--- config.mk ---
export PLATFORM = sky130hd
export DESIGN_NAME = ucs_utf16_utf32_to_utf8
export DESIGN_NICKNAME = d
export VERILOG_FILES = /design/src/design/ucs8_pkg.sv /design/src/design/ucs8_front.sv /design/src/design/ucs8_fifo.sv /design/src/design/ucs8_back.sv /design/src/design/ucs_utf16_utf32_to_utf8.sv
export SDC_FILE = /design/constraint.sdc
export NUM_CORES = 1
export LEC_CHECK = 0
export BUFFER_PORTS_ARGS = -buffer_cell sky130_fd_sc_hd__buf_4
export CAP_MARGIN = 20
export CORE_MARGIN = 2
export CORE_UTILIZATION = 56
export CTS_CLUSTER_DIAMETER = 200
export DETAILED_ROUTE_END_ITERATION = 6
export PLACE_DENSITY_LB_ADDON = 0.05
export SETUP_SLACK_MARGIN = 0.5
export SYNTH_ARGS = -nofsm -noshare
export SYNTH_HDL_FRONTEND = slang
export SYNTH_SLANG_ARGS = --single-unit
--- constraint.sdc ---
create_clock -name clk -period 9.13 [get_ports clk]
set_clock_uncertainty 0.1 [all_clocks]
set_input_delay 1.3695 -clock clk [delete_from_list [all_inputs] [get_ports clk]]
set_output_delay 1.3695 -clock clk [all_outputs]
set_load 0.05 [all_outputs]
--- src/design/ucs8_pkg.sv ---
`default_nettype none
// ----------------------------------------------------------------------------
// ucs8_pkg: shared types and constants for the UTF-16/UTF-32 to UTF-8 block
// Item structs, command and status codes, register indexes, range limits
// and the UTF-8 length function.
// ----------------------------------------------------------------------------
package ucs8_pkg;

  localparam int FIFO_DEPTH_DEF = 4;
  localparam int CFG_IDX_W      = 2;
  localparam int CFG_DATA_W     = 2;
  localparam int CODE_W         = 31;

  // input commands
  typedef enum logic [1:0] {
    FUNC_DATA    = 2'd0,
    FUNC_END     = 2'd1,
    FUNC_RESTART = 2'd2,
    FUNC_NONE    = 2'd3
  } func_t;

  typedef enum logic [1:0] {
    ST_DATA       = 2'd0,
    ST_ILLEGAL    = 2'd1,
    ST_INCOMPLETE = 2'd2
  } status_t;

  typedef enum logic [1:0] {
    FMT_UCS2  = 2'd0,
    FMT_UTF16 = 2'd1,
    FMT_UTF32 = 2'd2,
    FMT_UCS4  = 2'd3
  } unit_format_t;

  typedef enum logic [1:0] {
    ORD_FIXED_BIG     = 2'd0,
    ORD_FIXED_LITTLE  = 2'd1,
    ORD_DETECT_BIG    = 2'd2,
    ORD_DETECT_LITTLE = 2'd3
  } order_mode_t;

  typedef enum logic [1:0] {
    JOB_CHAR       = 2'd0,
    JOB_ILLEGAL    = 2'd1,
    JOB_INCOMPLETE = 2'd2
  } job_kind_t;

  // register indexes
  localparam logic [CFG_IDX_W-1:0] REG_UNIT_FORMAT = 2'd0;
  localparam logic [CFG_IDX_W-1:0] REG_ORDER_MODE  = 2'd1;

  // code point limits
  localparam logic [31:0] BOM_BE_WORD  = 32'h0000_feff;
  localparam logic [31:0] BOM_LE_WORD  = 32'hfffe_0000;
  localparam logic [31:0] BOM_LE_HALF  = 32'h0000_fffe;
  localparam logic [31:0] NONCHAR_FE   = 32'h0000_fffe;
  localparam logic [31:0] NONCHAR_FF   = 32'h0000_ffff;
  localparam logic [31:0] SURR_MIN     = 32'h0000_d800;
  localparam logic [31:0] SURR_HI_MAX  = 32'h0000_dbff;
  localparam logic [31:0] SURR_LO_MIN  = 32'h0000_dc00;
  localparam logic [31:0] SURR_MAX     = 32'h0000_dfff;
  localparam logic [31:0] UTF32_MAX    = 32'h0010_ffff;
  localparam logic [31:0] UCS4_MAX     = 32'h7fff_ffff;
  localparam logic [20:0] SUPP_BASE    = 21'h01_0000;

  typedef struct packed {
    func_t      func;
    logic [7:0] data_byte;
  } in_item_t;

  typedef struct packed {
    logic [7:0] out_byte;
    logic       last;
    status_t    status;
  } out_item_t;

  typedef struct packed {
    job_kind_t         kind;
    logic [CODE_W-1:0] code;
  } job_t;

  // number of UTF-8 bytes minus one
  function automatic logic [2:0] utf8_rem(input logic [CODE_W-1:0] code);
    logic [2:0] r;
    if (code <= 31'h0000_007f)      r = 3'd0;
    else if (code <= 31'h0000_07ff) r = 3'd1;
    else if (code <= 31'h0000_ffff) r = 3'd2;
    else if (code <= 31'h001f_ffff) r = 3'd3;
    else if (code <= 31'h03ff_ffff) r = 3'd4;
    else                            r = 3'd5;
    return r;
  endfunction

endpackage
`default_nettype wire

--- src/design/ucs8_front.sv ---
`default_nettype none
// ----------------------------------------------------------------------------
// ucs8_front: unit assembly and classification
// Gathers bytes into units, handles the byte order mark, pairs surrogates,
// checks ranges and pushes one job per character or error.
// ----------------------------------------------------------------------------
module ucs8_front (
  input  wire logic                           clk,
  input  wire logic                           rst_n,
  input  wire logic                           take,
  input  wire ucs8_pkg::in_item_t             item,
  input  wire logic                           cfg_we,
  input  wire logic [ucs8_pkg::CFG_IDX_W-1:0] cfg_index,
  input  wire logic [ucs8_pkg::CFG_DATA_W-1:0] cfg_data,
  output logic                                job_push,
  output ucs8_pkg::job_t                      job
);
  import ucs8_pkg::*;

  unit_format_t fmt_r,    fmt_nxt;
  order_mode_t  mode_r,   mode_nxt;
  logic [23:0]  shift_r,  shift_nxt;
  logic [1:0]   count_r,  count_nxt;
  logic [9:0]   hs_r,     hs_nxt;
  logic         pend_r,   pend_nxt;
  logic         little_r, little_nxt;
  logic         bomd_r,   bomd_nxt;

  logic        wide;
  logic [2:0]  need;
  logic [31:0] shifted, raw, swapped, u;
  logic        is_bom_be, is_bom_le;
  logic        nonchar, in_surr, in_low, in_high;
  logic [20:0] paired;

  always_comb begin
    wide      = fmt_r[1];
    need      = wide ? 3'd4 : 3'd2;
    shifted   = {shift_r, item.data_byte};
    raw       = wide ? shifted : {16'h0000, shifted[15:0]};
    swapped   = wide ? {raw[7:0], raw[15:8], raw[23:16], raw[31:24]}
                     : {16'h0000, raw[7:0], raw[15:8]};
    u         = little_r ? swapped : raw;
    is_bom_be = (raw == BOM_BE_WORD);
    is_bom_le = wide ? (raw == BOM_LE_WORD) : (raw == BOM_LE_HALF);
    nonchar   = (u == NONCHAR_FE) || (u == NONCHAR_FF);
    in_surr   = u inside {[SURR_MIN:SURR_MAX]};
    in_low    = u inside {[SURR_LO_MIN:SURR_MAX]};
    in_high   = u inside {[SURR_MIN:SURR_HI_MAX]};
    paired    = {1'b0, hs_r, u[9:0]} + SUPP_BASE;
  end

  always_comb begin
    fmt_nxt    = fmt_r;
    mode_nxt   = mode_r;
    shift_nxt  = shift_r;
    count_nxt  = count_r;
    hs_nxt     = hs_r;
    pend_nxt   = pend_r;
    little_nxt = little_r;
    bomd_nxt   = bomd_r;
    job_push   = 1'b0;
    job        = '{kind: JOB_CHAR, code: '0};

    if (take) begin
      case (item.func)
        FUNC_END: begin
          if (count_r != 2'd0 || pend_r) begin
            job_push  = 1'b1;
            job.kind  = JOB_INCOMPLETE;
            shift_nxt = '0;
            count_nxt = '0;
            hs_nxt    = '0;
            pend_nxt  = 1'b0;
          end
        end
        FUNC_RESTART: begin
          shift_nxt  = '0;
          count_nxt  = '0;
          hs_nxt     = '0;
          pend_nxt   = 1'b0;
          little_nxt = mode_r[0];
          bomd_nxt   = ~mode_r[1];
        end
        FUNC_DATA: begin
          if (({1'b0, count_r} + 3'd1) < need) begin
            count_nxt = count_r + 2'd1;
            shift_nxt = shifted[23:0];
          end else begin
            shift_nxt = '0;
            count_nxt = '0;
            if (!bomd_r && (is_bom_be || is_bom_le)) begin
              // mark consumed, sets the order
              bomd_nxt   = 1'b1;
              little_nxt = is_bom_le;
            end else begin
              bomd_nxt = 1'b1;
              job.code = u[CODE_W-1:0];
              case (fmt_r)
                FMT_UCS2: begin
                  job_push = 1'b1;
                  if (nonchar || in_surr) job.kind = JOB_ILLEGAL;
                end
                FMT_UTF16: begin
                  if (pend_r) begin
                    job_push = 1'b1;
                    hs_nxt   = '0;
                    pend_nxt = 1'b0;
                    if (!in_low) job.kind = JOB_ILLEGAL;
                    else         job.code = {10'h000, paired};
                  end else if (in_low || nonchar) begin
                    job_push = 1'b1;
                    job.kind = JOB_ILLEGAL;
                  end else if (in_high) begin
                    hs_nxt   = u[9:0];
                    pend_nxt = 1'b1;
                  end else begin
                    job_push = 1'b1;
                  end
                end
                FMT_UTF32: begin
                  job_push = 1'b1;
                  if (nonchar || in_surr || u > UTF32_MAX) job.kind = JOB_ILLEGAL;
                end
                default: begin
                  job_push = 1'b1;
                  if (nonchar || in_surr || u > UCS4_MAX) job.kind = JOB_ILLEGAL;
                end
              endcase
              if (job.kind == JOB_ILLEGAL) job.code = '0;
            end
          end
        end
        default: ;
      endcase
    end

    if (cfg_we) begin
      case (cfg_index)
        REG_UNIT_FORMAT: begin
          fmt_nxt   = unit_format_t'(cfg_data);
          shift_nxt = '0;
          count_nxt = '0;
          hs_nxt    = '0;
          pend_nxt  = 1'b0;
        end
        REG_ORDER_MODE: begin
          mode_nxt   = order_mode_t'(cfg_data);
          little_nxt = cfg_data[0];
          bomd_nxt   = ~cfg_data[1];
        end
        default: ;
      endcase
    end
  end

  always_ff @(posedge clk) begin
    if (!rst_n) begin
      fmt_r    <= FMT_UTF16;
      mode_r   <= ORD_DETECT_BIG;
      shift_r  <= '0;
      count_r  <= '0;
      hs_r     <= '0;
      pend_r   <= 1'b0;
      little_r <= 1'b0;
      bomd_r   <= 1'b0;
    end else begin
      fmt_r    <= fmt_nxt;
      mode_r   <= mode_nxt;
      shift_r  <= shift_nxt;
      count_r  <= count_nxt;
      hs_r     <= hs_nxt;
      pend_r   <= pend_nxt;
      little_r <= little_nxt;
      bomd_r   <= bomd_nxt;
    end
  end

  // a pending high surrogate only exists in UTF-16 mode
  a_pend_utf16: assert property (@(posedge clk) disable iff (!rst_n)
    pend_r |-> (fmt_r == FMT_UTF16))
    else $error("surrogate pending outside UTF-16");

  // a narrow unit never holds more than one byte between transfers
  a_narrow_count: assert property (@(posedge clk) disable iff (!rst_n)
    !fmt_r[1] |-> (count_r <= 2'd1))
    else $error("narrow unit byte count overflow");

endmodule
`default_nettype wire

--- src/design/ucs8_fifo.sv ---
`default_nettype none
// ----------------------------------------------------------------------------
// ucs8_fifo: job queue between front and back
// Small register queue; the front stalls on full, the back on empty.
// ----------------------------------------------------------------------------
module ucs8_fifo #(
  parameter int DEPTH = ucs8_pkg::FIFO_DEPTH_DEF
) (
  input  wire logic           clk,
  input  wire logic           rst_n,
  input  wire logic           push,
  input  wire ucs8_pkg::job_t wdata,
  input  wire logic           pop,
  output ucs8_pkg::job_t      rdata,
  output logic                empty,
  output logic                full
);
  import ucs8_pkg::*;

  localparam int PTR_W = $clog2(DEPTH);
  localparam int CNT_W = $clog2(DEPTH + 1);

  job_t             mem [DEPTH];
  logic [PTR_W-1:0] wr_ptr_r, wr_ptr_nxt;
  logic [PTR_W-1:0] rd_ptr_r, rd_ptr_nxt;
  logic [CNT_W-1:0] cnt_r,    cnt_nxt;

  assign empty = (cnt_r == '0);
  assign full  = (cnt_r == CNT_W'(DEPTH));
  assign rdata = mem[rd_ptr_r];

  always_comb begin
    wr_ptr_nxt = wr_ptr_r;
    rd_ptr_nxt = rd_ptr_r;
    cnt_nxt    = cnt_r;
    if (push) begin
      wr_ptr_nxt = (wr_ptr_r == PTR_W'(DEPTH - 1)) ? '0 : wr_ptr_r + 1'b1;
    end
    if (pop) begin
      rd_ptr_nxt = (rd_ptr_r == PTR_W'(DEPTH - 1)) ? '0 : rd_ptr_r + 1'b1;
    end
    case ({push, pop})
      2'b10:   cnt_nxt = cnt_r + 1'b1;
      2'b01:   cnt_nxt = cnt_r - 1'b1;
      default: cnt_nxt = cnt_r;
    endcase
  end

  always_ff @(posedge clk) begin
    if (!rst_n) begin
      wr_ptr_r <= '0;
      rd_ptr_r <= '0;
      cnt_r    <= '0;
    end else begin
      wr_ptr_r <= wr_ptr_nxt;
      rd_ptr_r <= rd_ptr_nxt;
      cnt_r    <= cnt_nxt;
    end
  end

  always_ff @(posedge clk) begin
    if (push) mem[wr_ptr_r] <= wdata;
  end

  a_no_underflow: assert property (@(posedge clk) disable iff (!rst_n)
    pop |-> (cnt_r != '0))
    else $error("job queue read while empty");

  a_push_count: assert property (@(posedge clk) disable iff (!rst_n)
    (push && !pop) |=> (cnt_r == $past(cnt_r) + 1'b1))
    else $error("job queue count did not advance on write");

endmodule
`default_nettype wire

--- src/design/ucs8_back.sv ---
`default_nettype none
// ----------------------------------------------------------------------------
// ucs8_back: UTF-8 byte sequencer
// Takes one job at a time, emits its bytes lead first into an output
// register that the result side drains.
// ----------------------------------------------------------------------------
module ucs8_back (
  input  wire logic           clk,
  input  wire logic           rst_n,
  input  wire ucs8_pkg::job_t job,
  input  wire logic           job_valid,
  output logic                job_pop,
  output ucs8_pkg::out_item_t out_item,
  output logic                out_empty,
  input  wire logic           out_pop
);
  import ucs8_pkg::*;

  logic              cur_valid_r, cur_valid_nxt;
  job_kind_t         cur_kind_r,  cur_kind_nxt;
  logic [CODE_W-1:0] cur_code_r,  cur_code_nxt;
  logic [2:0]        cur_len_r,   cur_len_nxt;
  logic [2:0]        cur_rem_r,   cur_rem_nxt;
  logic              cur_first_r, cur_first_nxt;
  logic              out_valid_r, out_valid_nxt;
  out_item_t         out_item_r,  out_item_nxt;

  logic              emit, done_cur;
  logic [CODE_W-1:0] chunk;
  out_item_t         built;

  assign out_empty = ~out_valid_r;
  assign out_item  = out_item_r;
  assign emit      = cur_valid_r && (!out_valid_r || out_pop);
  assign done_cur  = emit && (cur_rem_r == 3'd0);
  assign job_pop   = job_valid && (!cur_valid_r || done_cur);

  always_comb begin
    case (cur_rem_r)
      3'd0:    chunk = cur_code_r;
      3'd1:    chunk = cur_code_r >> 6;
      3'd2:    chunk = cur_code_r >> 12;
      3'd3:    chunk = cur_code_r >> 18;
      3'd4:    chunk = cur_code_r >> 24;
      default: chunk = cur_code_r >> 30;
    endcase

    built.last = (cur_rem_r == 3'd0);
    case (cur_kind_r)
      JOB_ILLEGAL:    built.status = ST_ILLEGAL;
      JOB_INCOMPLETE: built.status = ST_INCOMPLETE;
      default:        built.status = ST_DATA;
    endcase
    if (cur_kind_r != JOB_CHAR) begin
      built.out_byte = 8'h00;
    end else if (cur_first_r) begin
      case (cur_len_r)
        3'd0:    built.out_byte = {1'b0, chunk[6:0]};
        3'd1:    built.out_byte = {3'b110, chunk[4:0]};
        3'd2:    built.out_byte = {4'b1110, chunk[3:0]};
        3'd3:    built.out_byte = {5'b11110, chunk[2:0]};
        3'd4:    built.out_byte = {6'b111110, chunk[1:0]};
        default: built.out_byte = {7'b1111110, chunk[0]};
      endcase
    end else begin
      built.out_byte = {2'b10, chunk[5:0]};
    end
  end

  always_comb begin
    cur_valid_nxt = cur_valid_r;
    cur_kind_nxt  = cur_kind_r;
    cur_code_nxt  = cur_code_r;
    cur_len_nxt   = cur_len_r;
    cur_rem_nxt   = cur_rem_r;
    cur_first_nxt = cur_first_r;
    out_valid_nxt = out_valid_r;
    out_item_nxt  = out_item_r;

    if (job_pop) begin
      cur_valid_nxt = 1'b1;
      cur_kind_nxt  = job.kind;
      cur_code_nxt  = job.code;
      cur_len_nxt   = (job.kind == JOB_CHAR) ? utf8_rem(job.code) : 3'd0;
      cur_rem_nxt   = (job.kind == JOB_CHAR) ? utf8_rem(job.code) : 3'd0;
      cur_first_nxt = 1'b1;
    end else if (done_cur) begin
      cur_valid_nxt = 1'b0;
    end else if (emit) begin
      cur_rem_nxt   = cur_rem_r - 3'd1;
      cur_first_nxt = 1'b0;
    end

    if (emit) begin
      out_valid_nxt = 1'b1;
      out_item_nxt  = built;
    end else if (out_pop) begin
      out_valid_nxt = 1'b0;
    end
  end

  always_ff @(posedge clk) begin
    if (!rst_n) begin
      cur_valid_r <= 1'b0;
      out_valid_r <= 1'b0;
    end else begin
      cur_valid_r <= cur_valid_nxt;
      out_valid_r <= out_valid_nxt;
    end
  end

  always_ff @(posedge clk) begin
    cur_kind_r  <= cur_kind_nxt;
    cur_code_r  <= cur_code_nxt;
    cur_len_r   <= cur_len_nxt;
    cur_rem_r   <= cur_rem_nxt;
    cur_first_r <= cur_first_nxt;
    out_item_r  <= out_item_nxt;
  end

  a_err_single: assert property (@(posedge clk) disable iff (!rst_n)
    (cur_valid_r && cur_kind_r != JOB_CHAR) |-> (cur_rem_r == 3'd0))
    else $error("error job spans more than one result");

  a_err_zero: assert property (@(posedge clk) disable iff (!rst_n)
    (out_valid_r && out_item_r.status != ST_DATA) |->
      (out_item_r.out_byte == 8'h00 && out_item_r.last))
    else $error("error result carries data");

endmodule
`default_nettype wire

--- src/design/ucs_utf16_utf32_to_utf8.sv ---
// A result reaches the out_ ports after the transfer of the byte that
//   completes its unit, through job queue write, sequencer load and output reg.
// Throughput: one input byte per cycle while the job queue has room; the
//   result side moves one UTF-8 byte per cycle while out_pop drains it, so a
//   character's 1 to 6 bytes in the output sequencer set the sustained intake.
// Reset (rst_n low, synchronous): registers to defaults, queue and outputs empty.
`default_nettype none
// ----------------------------------------------------------------------------
// ucs_utf16_utf32_to_utf8: UCS-2/UTF-16/UTF-32/UCS-4 to UTF-8 transcoder
// Byte stream in, UTF-8 bytes out, with byte order detection, surrogate
// pairing, range checks and error results.
// ----------------------------------------------------------------------------
module ucs_utf16_utf32_to_utf8 #(
  parameter int FIFO_DEPTH = ucs8_pkg::FIFO_DEPTH_DEF
) (
  input  wire logic                            clk,
  input  wire logic                            rst_n,
  // input queue side
  input  wire logic                            in_push,
  output logic                                 in_full,
  input  wire ucs8_pkg::in_item_t              in_item,
  // result queue side
  output logic                                 out_empty,
  input  wire logic                            out_pop,
  output ucs8_pkg::out_item_t                  out_item,
  // register writes
  input  wire logic                            cfg_valid,
  output logic                                 cfg_ready,
  input  wire logic [ucs8_pkg::CFG_IDX_W-1:0]  cfg_index,
  input  wire logic [ucs8_pkg::CFG_DATA_W-1:0] cfg_data
);
  import ucs8_pkg::*;

  logic in_take;
  logic job_push;
  job_t job_wr;
  job_t job_rd;
  logic job_empty;
  logic job_pop;

  // Registers are always writable; writes are expected only while idle.
  assign cfg_ready = 1'b1;

  // The front takes a byte whenever the job queue can hold one more job,
  // since any byte may complete a unit.
  assign in_take = in_push && !in_full;

  // Front: assembles units, consumes the BOM, pairs surrogates and decides
  // between a character job, an illegal-sequence job, an incomplete-unit job or nothing.
  ucs8_front u_front (
    .clk       (clk),
    .rst_n     (rst_n),
    .take      (in_take),
    .item      (in_item),
    .cfg_we    (cfg_valid),
    .cfg_index (cfg_index),
    .cfg_data  (cfg_data),
    .job_push  (job_push),
    .job       (job_wr)
  );

  // Job queue decouples intake from the byte sequencer.
  ucs8_fifo #(
    .DEPTH (FIFO_DEPTH)
  ) u_fifo (
    .clk   (clk),
    .rst_n (rst_n),
    .push  (job_push),
    .wdata (job_wr),
    .pop   (job_pop),
    .rdata (job_rd),
    .empty (job_empty),
    .full  (in_full)
  );

  // Back: one UTF-8 byte per cycle into the output register while the result side
  // drains it, next job loaded in the same cycle as the last byte of the current one.
  ucs8_back u_back (
    .clk       (clk),
    .rst_n     (rst_n),
    .job       (job_rd),
    .job_valid (!job_empty),
    .job_pop   (job_pop),
    .out_item  (out_item),
    .out_empty (out_empty),
    .out_pop   (out_pop)
  );

endmodule
`default_nettype wire

==> flow_summary.ini <==
[job]
cap_violations = 0

[detailed_routing]
final_antenna_net_count = 0
wl_per_cell_um = 21.4
drc = 0
routed_wl_um = 24100
vias = 6894
vias_per_cell = 6.14
drt_pass1_iterations = 5
drt_iter0_drc = 500

[yosys]
synth-xor-area-share_pct = 0.406
ys.flop_type = edfxtp_1
yosys_warnings = 0
synth_cells = 814
synth_top_area_cell = edfxtp_1
synth_compound_area_share_pct = 10.1
synth_cell_types = 75
ys_async_sr_fraction_pct = 0
synthAdderAreaFrac_pct = 3.90
synth_edf_count = 182
synth.area.mux_share_pct = 9.98
syn_avg_cell_area_sq_um = 13.3
synth.net_count = 866
synth_seq_cells = 237
synth_top_area_share_pct = 50.6
synth-seq-area-share_pct = 60.9
netlist_top_cells_area = edfxtp_1 51%, dfxtp_1 10%, mux4_2 6.9%, ha_1 3.7%, nor2_1 3.3%
netlist_area_sq_um = 10800
synthSimpleGateAreaFrac_pct = 11.8
synth_top_family_by_area = simple AND/OR/NAND/NOR gates

[sta]
rsz0062_at_grt = false
maxSlewViolCount = 0
final_hold_viol_count = 0
max_freq_mhz = 217
finalCritPeriodShare_pct = 50.6
setup_violations = 0
whs_ps = 369
relSlewSlack_pct = 33.1
tightestPinTransition_ps = 1000
tns_ps = 0
worst_slack_ps = 4510
period_minus_slack_ps = 4620

[final_layout]
stdcell_area_sq_um = 12100
area_delta_synth_final_pct = 12.0
final_cells = 1123
nNetsFinal = 896
drive_gt1_share_pct = 16.6
diodes = 0

[worst_setup_path]
r2r_end = u_fifo.cnt_r[2]
cp.arrival_ps = 4950
worstPathCellList = buf_4 -> ha_1 -> nor4_1 -> a31oi_1 -> nor4_4 -> nand4b_4 -> a211oi_4 -> a21oi_1 -> or2_1 -> inv_1 -> ha_1 -> inv_1 -> fa_1 -> xor2_1 -> or3_1 -> a21oi_1
ff2ff_path_depth = 15
critPathCaptureType = register
rrSetupSlack_ps = 4780
cp-start-kind = input port
required_ps = 9470
reg2reg_from = u_front.fmt_r[1]
critPathKind = input port to register
crit_buf_inv = 3
critPathMaxStageDelay_ps = 370
cp_top_family = simple AND/OR/NAND/NOR gates
critPathMaxFanout = 7
slowest_stage = a211oi_4

[power]
power.density_nw_per_um2 = 260
p_int_uw = 2230
seqPwrFrac_pct = 45.4
p_switching_uw = 917
pwr-share-comb_pct = 23.3
power_frac_clock_pct = 31.3
ir_drop_mv = 0.153
power.leakage_uw = 0.00400
p_sw_share_pct = 29.2

[worst_hold_path]
hold_start = u_front.mode_r[0]
hold_path_depth = 2
hold_path_class = register to register
min_to = u_front.mode_r[0]

[clocking]
cts_buffers = 25
cts_tree = yes
h-tree-depth = 1
clk-insertion-delay-late_ps = 510
cts_resized = 0
postCtsSetupRepairBufs = 0
cts-root-buf = clkbuf_16
clkTransAtPathRegs_ps = 60
cts.path.max_buffers = 3
cts.sinks = 237
postCtsHoldBufs = 0

[placed_design]
hpwlAfterDp_um = 16900
place_ws_ps = 4010
place_congestion = 0.960
place_area_sq_um = 11300
place_inst = 1076
numPortBuffers = 31

[die]
die_width_um = 143
fp.dieH_um = 143
ioPinCount = 33
rows = 50
coreArea_sq_um = 18800
die_area_sq_um = 20400
initial_core_util_pct = 57.3

[global_route]
grt_pass1_wl_um = 38100
grt_max_degree = 55
grt_antenna_before_repair = 0
track_usage_pct = 24.4
grt_pass1_vias = 6852
overflow = 0

[run_status]
run_status = completed
[state kept, by name, summed over array words and instances, names as in the netlist, 2 cells and up, named ones only]
register / count
u_back.cur_len_r: 3
u_fifo.mem: 132
u_front.mode_r: 2
u_back.cur_code_r: 31
u_fifo.cnt_r: 3
u_back.cur_rem_r: 3
u_front.count_r: 2
u_fifo.wr_ptr_r: 2
u_fifo.rd_ptr_r: 2
u_back.cur_kind_r: 2
u_back.out_item: 11
u_front.shift_r: 24
u_front.hs_r: 10
u_front.fmt_r: 2
[cells by family (layout without fill, tap and decap cells)]
family	count (synthesis)	in the layout
AO/OA/AOI/OAI	158	158
XOR/XNOR	5	5
adder cells (fa/ha/maj)	33	33
buffers and inverters	68	117
flip-flops	237	237
multiplexers	65	65
other	1	1
AND/OR/NAND/NOR	247	247
[Yosys cell counts (5+ instances only)]
cell type	instances
dfxtp_1	55
a22oi_1	33
mux2_2	7
inv_1	25
and3_1	10
or3_1	5
mux4_2	33
nand2b_1	12
mux2i_1	21
nor3_1	10
nand4_1	11
a21oi_1	44
ha_1	32
nand3_1	13
buf_2	7
clkbuf_1	26
a22o_1	8
and2_1	5
edfxtp_1	182
buf_6	6
a31oi_1	10
nand2_1	38
nor2_1	95
nor4_1	10
o21ai_0	19
nor2b_1	10
[cell usage in the layout (no fill, tap or decap), types with 12 or more instances in the layout]
| master | instances |
|---|---|
| edfxtp_1 | 182 |
| ha_1 | 32 |
| buf_4 | 44 |
| mux2i_1 | 21 |
| dfxtp_1 | 53 |
| a22oi_1 | 33 |
| nand2b_1 | 12 |
| inv_1 | 25 |
| nand3_1 | 13 |
| nand2_1 | 38 |
| a21oi_1 | 44 |
| nor2_1 | 95 |
| mux4_2 | 33 |
| clkbuf_16 | 25 |
| o21ai_0 | 19 |
[final cells by class]
class	instances	area [sq um]
Clock buffer	34	669
Fill cell	1421	6740
Sequential cell	237	6570
Multi-Input combinational cell	509	3930
Inverter	26	97.6
Timing Repair Buffer	45	350
Tap cell	260	325
Clock inverter	12	143
[power groups by stage]
stage,Sequential (uW),Clock (uW),Combinational (uW)
6_report,1430,986,733
3_5_place_dp,1450,0,737
5_1_grt,1440,1050,802
4_1_cts,1430,1010,737
2_1_floorplan,1450,0,516
3_3_place_gp,1440,0,725
[tightest hold or removal path: stages (launching register included)]
cell and delay [ps]:
dfxtp_1 310, nand2_1 60, a21oi_1 50
[per-stage QoR]
stage | power (uW) | util [%]
3_3_place_gp | 2170 | 59.7
3_5_place_dp | 2190 | 59.8
2_1_floorplan | 1970 | -
6_report | 3150 | 64.2
4_1_cts | 3170 | 64.2
5_1_grt | 3290 | 64.2
[worst max path at each step]
stage                     from                end  slack, ps  depth (start not counted)
detailed placement  in_item[7]    u_fifo.cnt_r[2]       4010                         16
global placement    in_item[7]  u_fifo.mem[0][19]       3870                         10
global route        in_item[7]    u_fifo.cnt_r[2]       4300                         16
CTS                 in_item[7]    u_fifo.cnt_r[2]       4540                         16
finish              in_item[7]    u_fifo.cnt_r[2]       4510                         16
floorplan           in_item[7]    u_fifo.cnt_r[2]       4470                         16
[per-layer routing]
metal / part of all wire [%] / global-route usage [%] / vias to the layer above / routed length [um]
li1: - / - / 3196 / -
met1: 42 / 32.8 / 3405 / 10100
met2: 51 / 42.1 / 250 / 12200
met3: 5.1 / 3.22 / 43 / 1240
met4: 2.3 / 6.77 / 0 / 552
met5: 0 / 0 / - / 0
Power figures use the tool's default switching activity.
